**src/hdl/mi3_pkg.sv**
```systemverilog
// ----------------------------------------------------------------------------
// mi3_pkg - shared constants and types for the 3x3 matrix inverse
// Port widths, register reset value, derived-width helpers, queue status.
// ----------------------------------------------------------------------------
package mi3_pkg;

  localparam int PORT_W = 32;
  localparam int THR_W = 48;
  localparam logic [THR_W-1:0] THR_RESET = 48'd281474977;
  localparam int EW_DEF = 32;
  localparam int FB_DEF = 16;
  localparam int NLANE = 9;

  // cofactor width; at full element width the difference wraps at 64 bits
  function automatic int cof_w(input int ew);
    return (2 * ew + 1 > 64) ? 64 : 2 * ew + 1;
  endfunction

  // determinant width: three EW x CW products summed
  function automatic int det_w(input int ew);
    return ew + cof_w(ew) + 2;
  endfunction

  function automatic int max_i(input int a, input int b);
    return (a > b) ? a : b;
  endfunction

  typedef struct packed {
    logic not_empty;
    logic not_full;
  } q_stat_t;

endpackage

```
**src/hdl/mi3_queue.sv**
```systemverilog
// ----------------------------------------------------------------------------
// mi3_queue - short queue between front and back
// Register-based FIFO holding cofactors, determinant magnitude and flags.
// ----------------------------------------------------------------------------
module mi3_queue #(
  parameter int W = 8,
  parameter int DEPTH = 2
) (
  input  logic              clk,
  input  logic              rst_n,
  input  logic              push,
  input  logic [W-1:0]      wdata,
  input  logic              pop,
  output logic [W-1:0]      rdata,
  output mi3_pkg::q_stat_t  stat
);
  import mi3_pkg::*;

  localparam int AW = (DEPTH > 1) ? $clog2(DEPTH) : 1;

  logic [W-1:0]  mem [DEPTH];
  logic [AW-1:0] wp_r, rp_r;
  logic [AW:0]   cnt_r;
  logic          do_push, do_pop;

  assign stat.not_empty = (cnt_r != '0);
  assign stat.not_full  = (cnt_r != (AW+1)'(DEPTH));
  assign do_push = push && stat.not_full;
  assign do_pop  = pop && stat.not_empty;
  assign rdata   = mem[rp_r];

  always_ff @(posedge clk) begin
    if (!rst_n) begin
      wp_r  <= '0;
      rp_r  <= '0;
      cnt_r <= '0;
    end else begin
      if (do_push) wp_r <= (wp_r == AW'(DEPTH - 1)) ? '0 : wp_r + 1'b1;
      if (do_pop)  rp_r <= (rp_r == AW'(DEPTH - 1)) ? '0 : rp_r + 1'b1;
      if (do_push && !do_pop) cnt_r <= cnt_r + 1'b1;
      else if (do_pop && !do_push) cnt_r <= cnt_r - 1'b1;
    end
  end

  always_ff @(posedge clk) begin
    if (do_push) mem[wp_r] <= wdata;
  end

endmodule

```
**config.mk**
```make
export PLATFORM = sky130hd
export DESIGN_NAME = mi3_queue
export DESIGN_NICKNAME = d
export VERILOG_FILES = /design/src/hdl/mi3_pkg.sv /design/src/hdl/mi3_queue.sv
export SDC_FILE = /design/constraint.sdc
export NUM_CORES = 1
export LEC_CHECK = 0
export BUFFER_PORTS_ARGS = -buffer_cell sky130_fd_sc_hd__buf_2
export CAP_MARGIN = 10
export CORE_MARGIN = 4
export CORE_UTILIZATION = 49
export DETAILED_ROUTE_END_ITERATION = 16
export GPL_TIMING_DRIVEN = 0
export PLACE_DENSITY_LB_ADDON = 0.2
export SYNTH_ARGS = -nofsm -noshare
export SYNTH_HDL_FRONTEND = slang
export SYNTH_SLANG_ARGS = --single-unit
```
**constraint.sdc**
```tcl
create_clock -name clk -period 2.3 [get_ports clk]
set_clock_uncertainty 0.15 [all_clocks]
set_input_delay 0.115 -clock clk [delete_from_list [all_inputs] [get_ports clk]]
set_output_delay 0.115 -clock clk [all_outputs]
set_load 0.01 [all_outputs]
```
=== Word level (Yosys, flattened, before mapping) ===
Memory sizes are Yosys's and may differ from the RTL's. A register that Yosys moved wholly into a read port is not among the register bits.
Index checks and enable logic that the tools add are counted.

* Memory bits (writable): 16
* Output and inout port bits: 10
* Input bits: 12
* Word-level logic and storage cells: 25
* Bits in registers: 4
* Memories: 1

* Reductions and logical operators: 8
* Mux-type cells: 8
* Equality and inequality tests: 1
* Add/subtract/negate cells: 4

{| class="wikitable"
|+ Memory list
! memory !! depth !! bits a word !! read ports !! clocked after memory_dff !! write ports !! line !! RTL
|-
| mem || 2 || 8 || 1 || 1 || 1 || mi3_queue.sv:21 || <nowiki>logic [W-1:0] mem [DEPTH];</nowiki>
|}

{| class="wikitable"
|+ Operators by type and width
! operator !! count
|-
| two-way mux 1 bit || 6
|-
| logical AND 1 bit || 4
|-
| two-way mux 2 bit || 2
|-
| nonzero test 2 bit || 2
|-
| adder 1 bit (second input constant) || 2
|-
| adder 2 x 1 -> 2 bit (second input constant) || 1
|-
| zero test 1 bit || 2
|-
| != test 2 bit (second input constant) || 1
|-
| subtractor 2 x 1 -> 2 bit (second input constant) || 1
|}

=== Depth between registers and ports, before layout ===
Gate-level depths: netlist of the first run.

* Depth in word-level cells: 6
* Gate-level depth with buffers: 6
* Depth with buffers taken out: 6

=== Worst setup path after synthesis of the first run ===
Ideal clock, no wire load.

* Path type: reg-to-reg
* Start: reg cnt_r[0]
* End: reg cnt_r[1]
* Arrival time: 1429 ps
* Setup slack: 651 ps
* Stages on the path, launching flop included: 6
* Path buffers: 0
* Period minus slack after synthesis: 1649 ps
* Required time: 2080 ps
* Library setup time: 70 ps
* Cells stage by stage: dfxtp_1 nand2b_4 and2_1 ha_1 or3_1 a21oi_1

{| class="wikitable"
|+ RTL lines
! item !! line !! RTL
|-
| from (decl) || mi3_queue.sv:23 || <nowiki>logic [AW:0] cnt_r;</nowiki>
|-
| from (signal assigned) || mi3_queue.sv:40 || <nowiki>if (do_push && !do_pop) cnt_r <= cnt_r + 1'b1;</nowiki>
|-
| from (signal assigned) || mi3_queue.sv:41 || <nowiki>else if (do_pop && !do_push) cnt_r <= cnt_r - 1'b1;</nowiki>
|}

=== Worst setup path in the final report of the first run ===
* Start: reg cnt_r[0]
* End: reg cnt_r[1]

* Word-level cells in the longest chain between the ends: 5
* Elaborated cells on any way between the ends: 13
* Classes of those cells: add/sub: 2; eq/ne: 1; mux: 2; reduce/logical: 8

{| class="wikitable"
|+ RTL lines
! item
|-
| parallel branches: the longest is 5 deep, another holds subtractor 2 x 1 -> 2 bit
|}

Several ways; the timed one is not identified. The select of a mux whose other input is x is not followed.
A chain may end at the register's enable or synchronous reset.

==> results of run 1 <==
-- power by group --
part	total [W]	switching, W	internal [W]
combinational	0.000335	0.000161	0.000174
sequential	0.000515	0.0000336	0.000481
clock	0.000169	0.000102	0.0000674
total	0.00102	0.000296	0.000722
-- state kept, by name, summed over array words and instances (netlist names), named ones only --
register  cells
mem          16
cnt_r         2
wp_r          1
rp_r          1
-- Yosys cell counts, drive strengths merged --
master and number:
or3 1, a21bo 1, nand3b 1, or2 1, xor2 3, dfxtp 5
o21ai 2, edfxtp 16, and3 1, nand2b 1, and2 1, mux2 8
inv 2, buf 1, ha 1, nor2 3, a21oi 2
-- worst max path at each step --
stage               startpoint  endpoint  slack, ps
finish                cnt_r[0]  cnt_r[1]        580
global route          cnt_r[1]  cnt_r[1]        470
CTS                   cnt_r[1]  cnt_r[1]        580
detailed placement    cnt_r[0]  cnt_r[1]        600
global placement      cnt_r[0]  cnt_r[1]        620
floorplan             cnt_r[0]  cnt_r[1]        650
-- what timing repair did --
| item | 4_1_cts | 5_1_grt |
|---|---|---|
| gates resized for setup | 0 | 0 |
| endpoints found under the hold margin | 21 | 0 |
| hold buffers | 10 | 0 |
-- metrics by stage --
step | std cells | utilization, %
6_report | 101 | 68.8
5_1_grt | 101 | 68.8
4_1_cts | 101 | 68.8
3_5_place_dp | 87 | 60.6
3_3_place_gp | 87 | 60.6
2_1_floorplan | 50 | -
-- final cells by class --
cell class                      instances  area [um^2]  share of cell area, %
Tap cell                               16         20.0                   1.89
Timing Repair Buffer                   31          205                   19.3
Sequential cell                        21          581                   54.7
Multi-Input combinational cell         26          216                   20.4
Inverter                                2         7.51                  0.708
Buffer                                  1         5.00                  0.472
Clock buffer                            4         26.3                   2.48
-- worst max-delay path, stage by stage (launching register included) --
cell and delay [ps]:
dfxtp_1 370, nand2b_4 170, and2_1 160, ha_1 310, or3_1 370, a21oi_1 130
-- cell families after synthesis --
family	synth area share (%)
simple gates	7.11
compound gates	3.71
flops	71.7
buf+inv	1.55
mux	11.1
fa+ha+maj	1.55
xor+xnor	3.25
-- layer usage --
metal | vias to the layer above | wire (um)
met1 | 231 | 533
met3 | 0 | 44
met4 | 0 | 0
li1 | 252 | -
met2 | 12 | 731
met5 | - | 0
-- placed cells by master, fill, tap and decap left out --
cell type,synthesis,routed
buf_2,1,22
edfxtp_1,16,16
dlygate4sd3_1,0,10
mux2_2,8,8
dfxtp_1,5,5
xor2_1,3,3
nor2_1,3,3
clkbuf_4,0,3
inv_1,2,2
o21ai_0,2,2
a21oi_1,2,2
or2_2,1,1
nand2b_4,1,1
and2_1,1,1
and3_1,1,1
nand3b_1,1,1
a21bo_2,1,1
or3_1,1,1
ha_1,1,1
clkbuf_1,0,1
==> results.cfg, run 1 <==
[pwr]
peakVddDrop_mv = 0.544
power.total_w = 0.00102
p_leak_nw = 0.434
power_density_mw_per_mm2 = 960

[global_routing]
grtUsageMet3_pct = 3.07
antenna_found_initial = 0
use_met1_pct = 14.0
grt_max_degree = 12
first_global_vias = 533
grt.met2_usage_pct = 23.5
grt_use_total_pct = 12.9
grt_overflow_total = 0
grt_pass1_wl_um = 2330
grt_busiest_layer = met2

[place]
dpl.hpwl_um = 881
port_buffers = 21
routabilityCongestion = 0.710
placed_area_um2 = 935
place_ws_ps = 598

[critical_path]
critPathMaxFanout = 5
r2r_end = cnt_r[1]
cp.required_ps = 2380
rrSetupSlack_ps = 580
end_kind = flop
cp.arrival_ps = 1800
ff2ff_path_depth = 5
reg2reg_from = cnt_r[0]
critPathKind = reg2reg
start_kind = flop

[floorplanning]
die_w_um = 48.6
die_h_um = 48.6
die_area_mm2 = 0.00237
core_mm2 = 0.00154
initial_utilization_pct = 52.5
io_pins = 22
num_rows = 14

[timing]
max_slew_margin_pct = 74.4
slew_viol_final = 0
grt_setup_unrepaired = no
finalCriticalPeriod_ps = 1720
finalCritPeriodShare_pct = 74.7
hold_viol_final = 0
worst_slack_ps = 581
tightest_slew_ps = 384
max_freq_ghz = 0.582
holdWs_ps = 96.1
tns_ps = 0
setup_viol = 0

[route]
drt_wl_total_um = 1310
ant_nets = 0
first_pass_iters = 3
avgRoutedWirePerCell_um = 13.0
route.detailed.drc = 0
num_vias = 495
first_iter_violations = 2
viasPerCell = 4.90

[min_path]
hold_start = pop
min_path_type = in2reg
whs_endpoint = rp_r
min_path_cells = 4

[yosys]
yosysTopAreaCellShare_pct = 59.4
ys_warn_count = 0
syn_area_um2 = 810
seq_area_frac_synth_pct = 71.7
synth_cells = 50
synth_cell_types = 17
synth_area_leader_cell = edfxtp_1
synth_fp_nets = 63
synth_seq_cells = 21
synthTopCellsByArea = edfxtp_1 59%, dfxtp_1 12%, mux2_2 11%
syn_area_per_cell_um2 = 16.2

[cts]
cts_setup_buffers = 0
cts_tree = yes
root_buffer = clkbuf_4
numCtsBuffers = 3
cts_sinks = 21
clock_latency_ps = 290
clk_pin_slew_ps = 100
cts_buffer_depth = 2
h-tree-depth = 1

[run]
drv_cap = 0

[layout]
fin_nets = 99
syn_to_final_growth_pct = 31.1
nFillCells = 123
insertedDiodeCount = 0
finish.instance_area_mm2 = 0.00106
drive_gt1_share_pct = 42.4

[status]
outcome = finished clean
(Power assumes the default switching activity.)
==> run 2: changes to the inputs <==
==> constraint.sdc (replaced) <==
create_clock -name clk -period 1.7 [get_ports clk]
set_clock_uncertainty 0.15 [all_clocks]
set_input_delay 0.085 -clock clk [delete_from_list [all_inputs] [get_ports clk]]
set_output_delay 0.085 -clock clk [all_outputs]
set_load 0.01 [all_outputs]
==> results.cfg, run 2 (synthesized netlist as in run 1, its figures left out) <==
[cts]
h-tree-depth = 1
cts_tree = yes
cts_buffer_depth = 2
numCtsBuffers = 3
clk_pin_slew_ps = 110
clock_latency_ps = 290
cts_sinks = 21
root_buffer = clkbuf_4
cts_setup_buffers = 0

[timing]
finalCritPeriodShare_pct = 96.3
finalCriticalPeriod_ps = 1640
tns_ps = 0
max_slew_margin_pct = 74.5
hold_viol_final = 0
max_freq_ghz = 0.611
slew_viol_final = 0
setup_viol = 0
worst_slack_ps = 63.3
tightest_slew_ps = 383

[layout]
fin_util_pct = 70.4
insertedDiodeCount = 0
layout_common_cells = 22 x buf_2, 16 x edfxtp_1, 10 x dlygate4sd3_1, 8 x mux2_2
regMostFlops = mem
top_regs = mem: 16 flops, cnt_r: 2 flops
finish.instance_area_mm2 = 0.00108
largest_reg_flops = 16
final_common_cell = buf_2
drive_gt1_share_pct = 48.2
syn_to_final_growth_pct = 34.0
fin_nets = 99

[pwr]
switching_power_w = 0.000415
power_frac_clock_pct = 16.2
peakVddDrop_mv = 0.748
power.total_w = 0.00142
p_sw_share_pct = 29.2
power_density_mw_per_mm2 = 1310
combinationalPowerShare_pct = 34.3
seq_power_share_pct = 49.5
p_int_w = 0.00101
p_leak_nw = 0.438

[critical_path]
critPathKind = reg2reg
cp.depth = 4
path_buf_inv = 0
ff2ff_path_depth = 4
crit_end = cnt_r[1]
critPathTopFamily = compound AO/OA/AOI/OAI gates
reg2reg_from = cnt_r[0]
r2r_end = cnt_r[1]
cp.arrival_ps = 1720
critPathLaunch = cnt_r[0]
cp_slowest_stage_delay_ps = 380
cp.required_ps = 1780
slowest_stage = or3_1
end_kind = flop
rrSetupSlack_ps = 60
critPathMaxFanout = 5
worstPathCellList = o21ai_1 > ha_4 > or3_1 > a21oi_2
start_kind = flop

[route]
first_iter_violations = 3
ant_nets = 0
num_vias = 500
drt_wl_total_um = 1350
route.detailed.drc = 0
viasPerCell = 4.95
first_pass_iters = 3
avgRoutedWirePerCell_um = 13.3

[place]
placed_area_um2 = 935
place_ws_ps = -2.36
routabilityCongestion = 0.710
port_buffers = 21
dpl.hpwl_um = 881

[global_routing]
antenna_found_initial = 0
grt_use_total_pct = 12.9
grt_pass1_wl_um = 2330
grt_max_degree = 12
grt_overflow_total = 0
first_global_vias = 533

[min_path]
min_path_type = in2reg

[floorplanning]
num_rows = 14
io_pins = 22
die_area_mm2 = 0.00237
die_w_um = 48.6
die_h_um = 48.6
initial_utilization_pct = 52.5
core_mm2 = 0.00154

[status]
outcome = finished clean

[run]
drv_cap = 0
-- run 2: layout make-up --
class,count,area (um^2)
Fill cell,116,457
Inverter,2,7.51
Clock buffer,4,26.3
Tap cell,16,20.0
Multi-Input combinational cell,26,235
Timing Repair Buffer,31,205
Sequential cell,21,586
Buffer,1,5.00
-- run 2: worst min path at each step --
| stage | startpoint | end | depth (start not counted) |
|---|---|---|---|
| global route | pop | rp_r | 4 |
| detailed placement | wdata[2] | mem[1][2] | 1 |
| floorplan | wdata[0] | mem[0][0] | 0 |
| CTS | pop | rp_r | 4 |
| finish | pop | rp_r | 4 |
| global placement | wdata[5] | mem[1][5] | 1 |
-- run 2: repair_timing --
action,CTS,global route
endpoints found under the setup margin,1,1
hold buffers,10,0
hold endpoints to repair,21,0
pin swaps,0,1
resized for setup,3,4
-- run 2: worst reg2reg max path: stages, from the launching register on --
cell and delay (ps):
dfxtp_4 370, o21ai_1 300, ha_4 270, or3_1 380, a21oi_2 110
-- run 2: power by group through the flow --
| stage | Clock (W) | Sequential (W) | Combinational, W |
|---|---|---|---|
| 2_1_floorplan | 0 | 0.000697 | 0.000313 |
| 3_3_place_gp | 0 | 0.000704 | 0.000431 |
| 3_5_place_dp | 0 | 0.000708 | 0.000440 |
| 4_1_cts | 0.000241 | 0.000702 | 0.000461 |
| 5_1_grt | 0.000263 | 0.000719 | 0.000549 |
| 6_report | 0.000230 | 0.000705 | 0.000488 |
-- run 2: per-layer routing --
layer	share of wire (%)	track usage [%]	wire, um	up-vias
met1	39	14.0	520	235
met5	0	0	0	-
li1	-	-	-	251
met4	0.74	5.38	10	0
met3	3.5	3.07	47	2
met2	57	23.5	766	12
-- run 2: per-stage QoR --
step | hold slack (ps) | cells
after global routing | 113 | 101
after CTS | 49.4 | 101
final | 114 | 101
after floorplan | 33.9 | 50
after detailed placement | 126 | 87
after global placement | 123 | 87
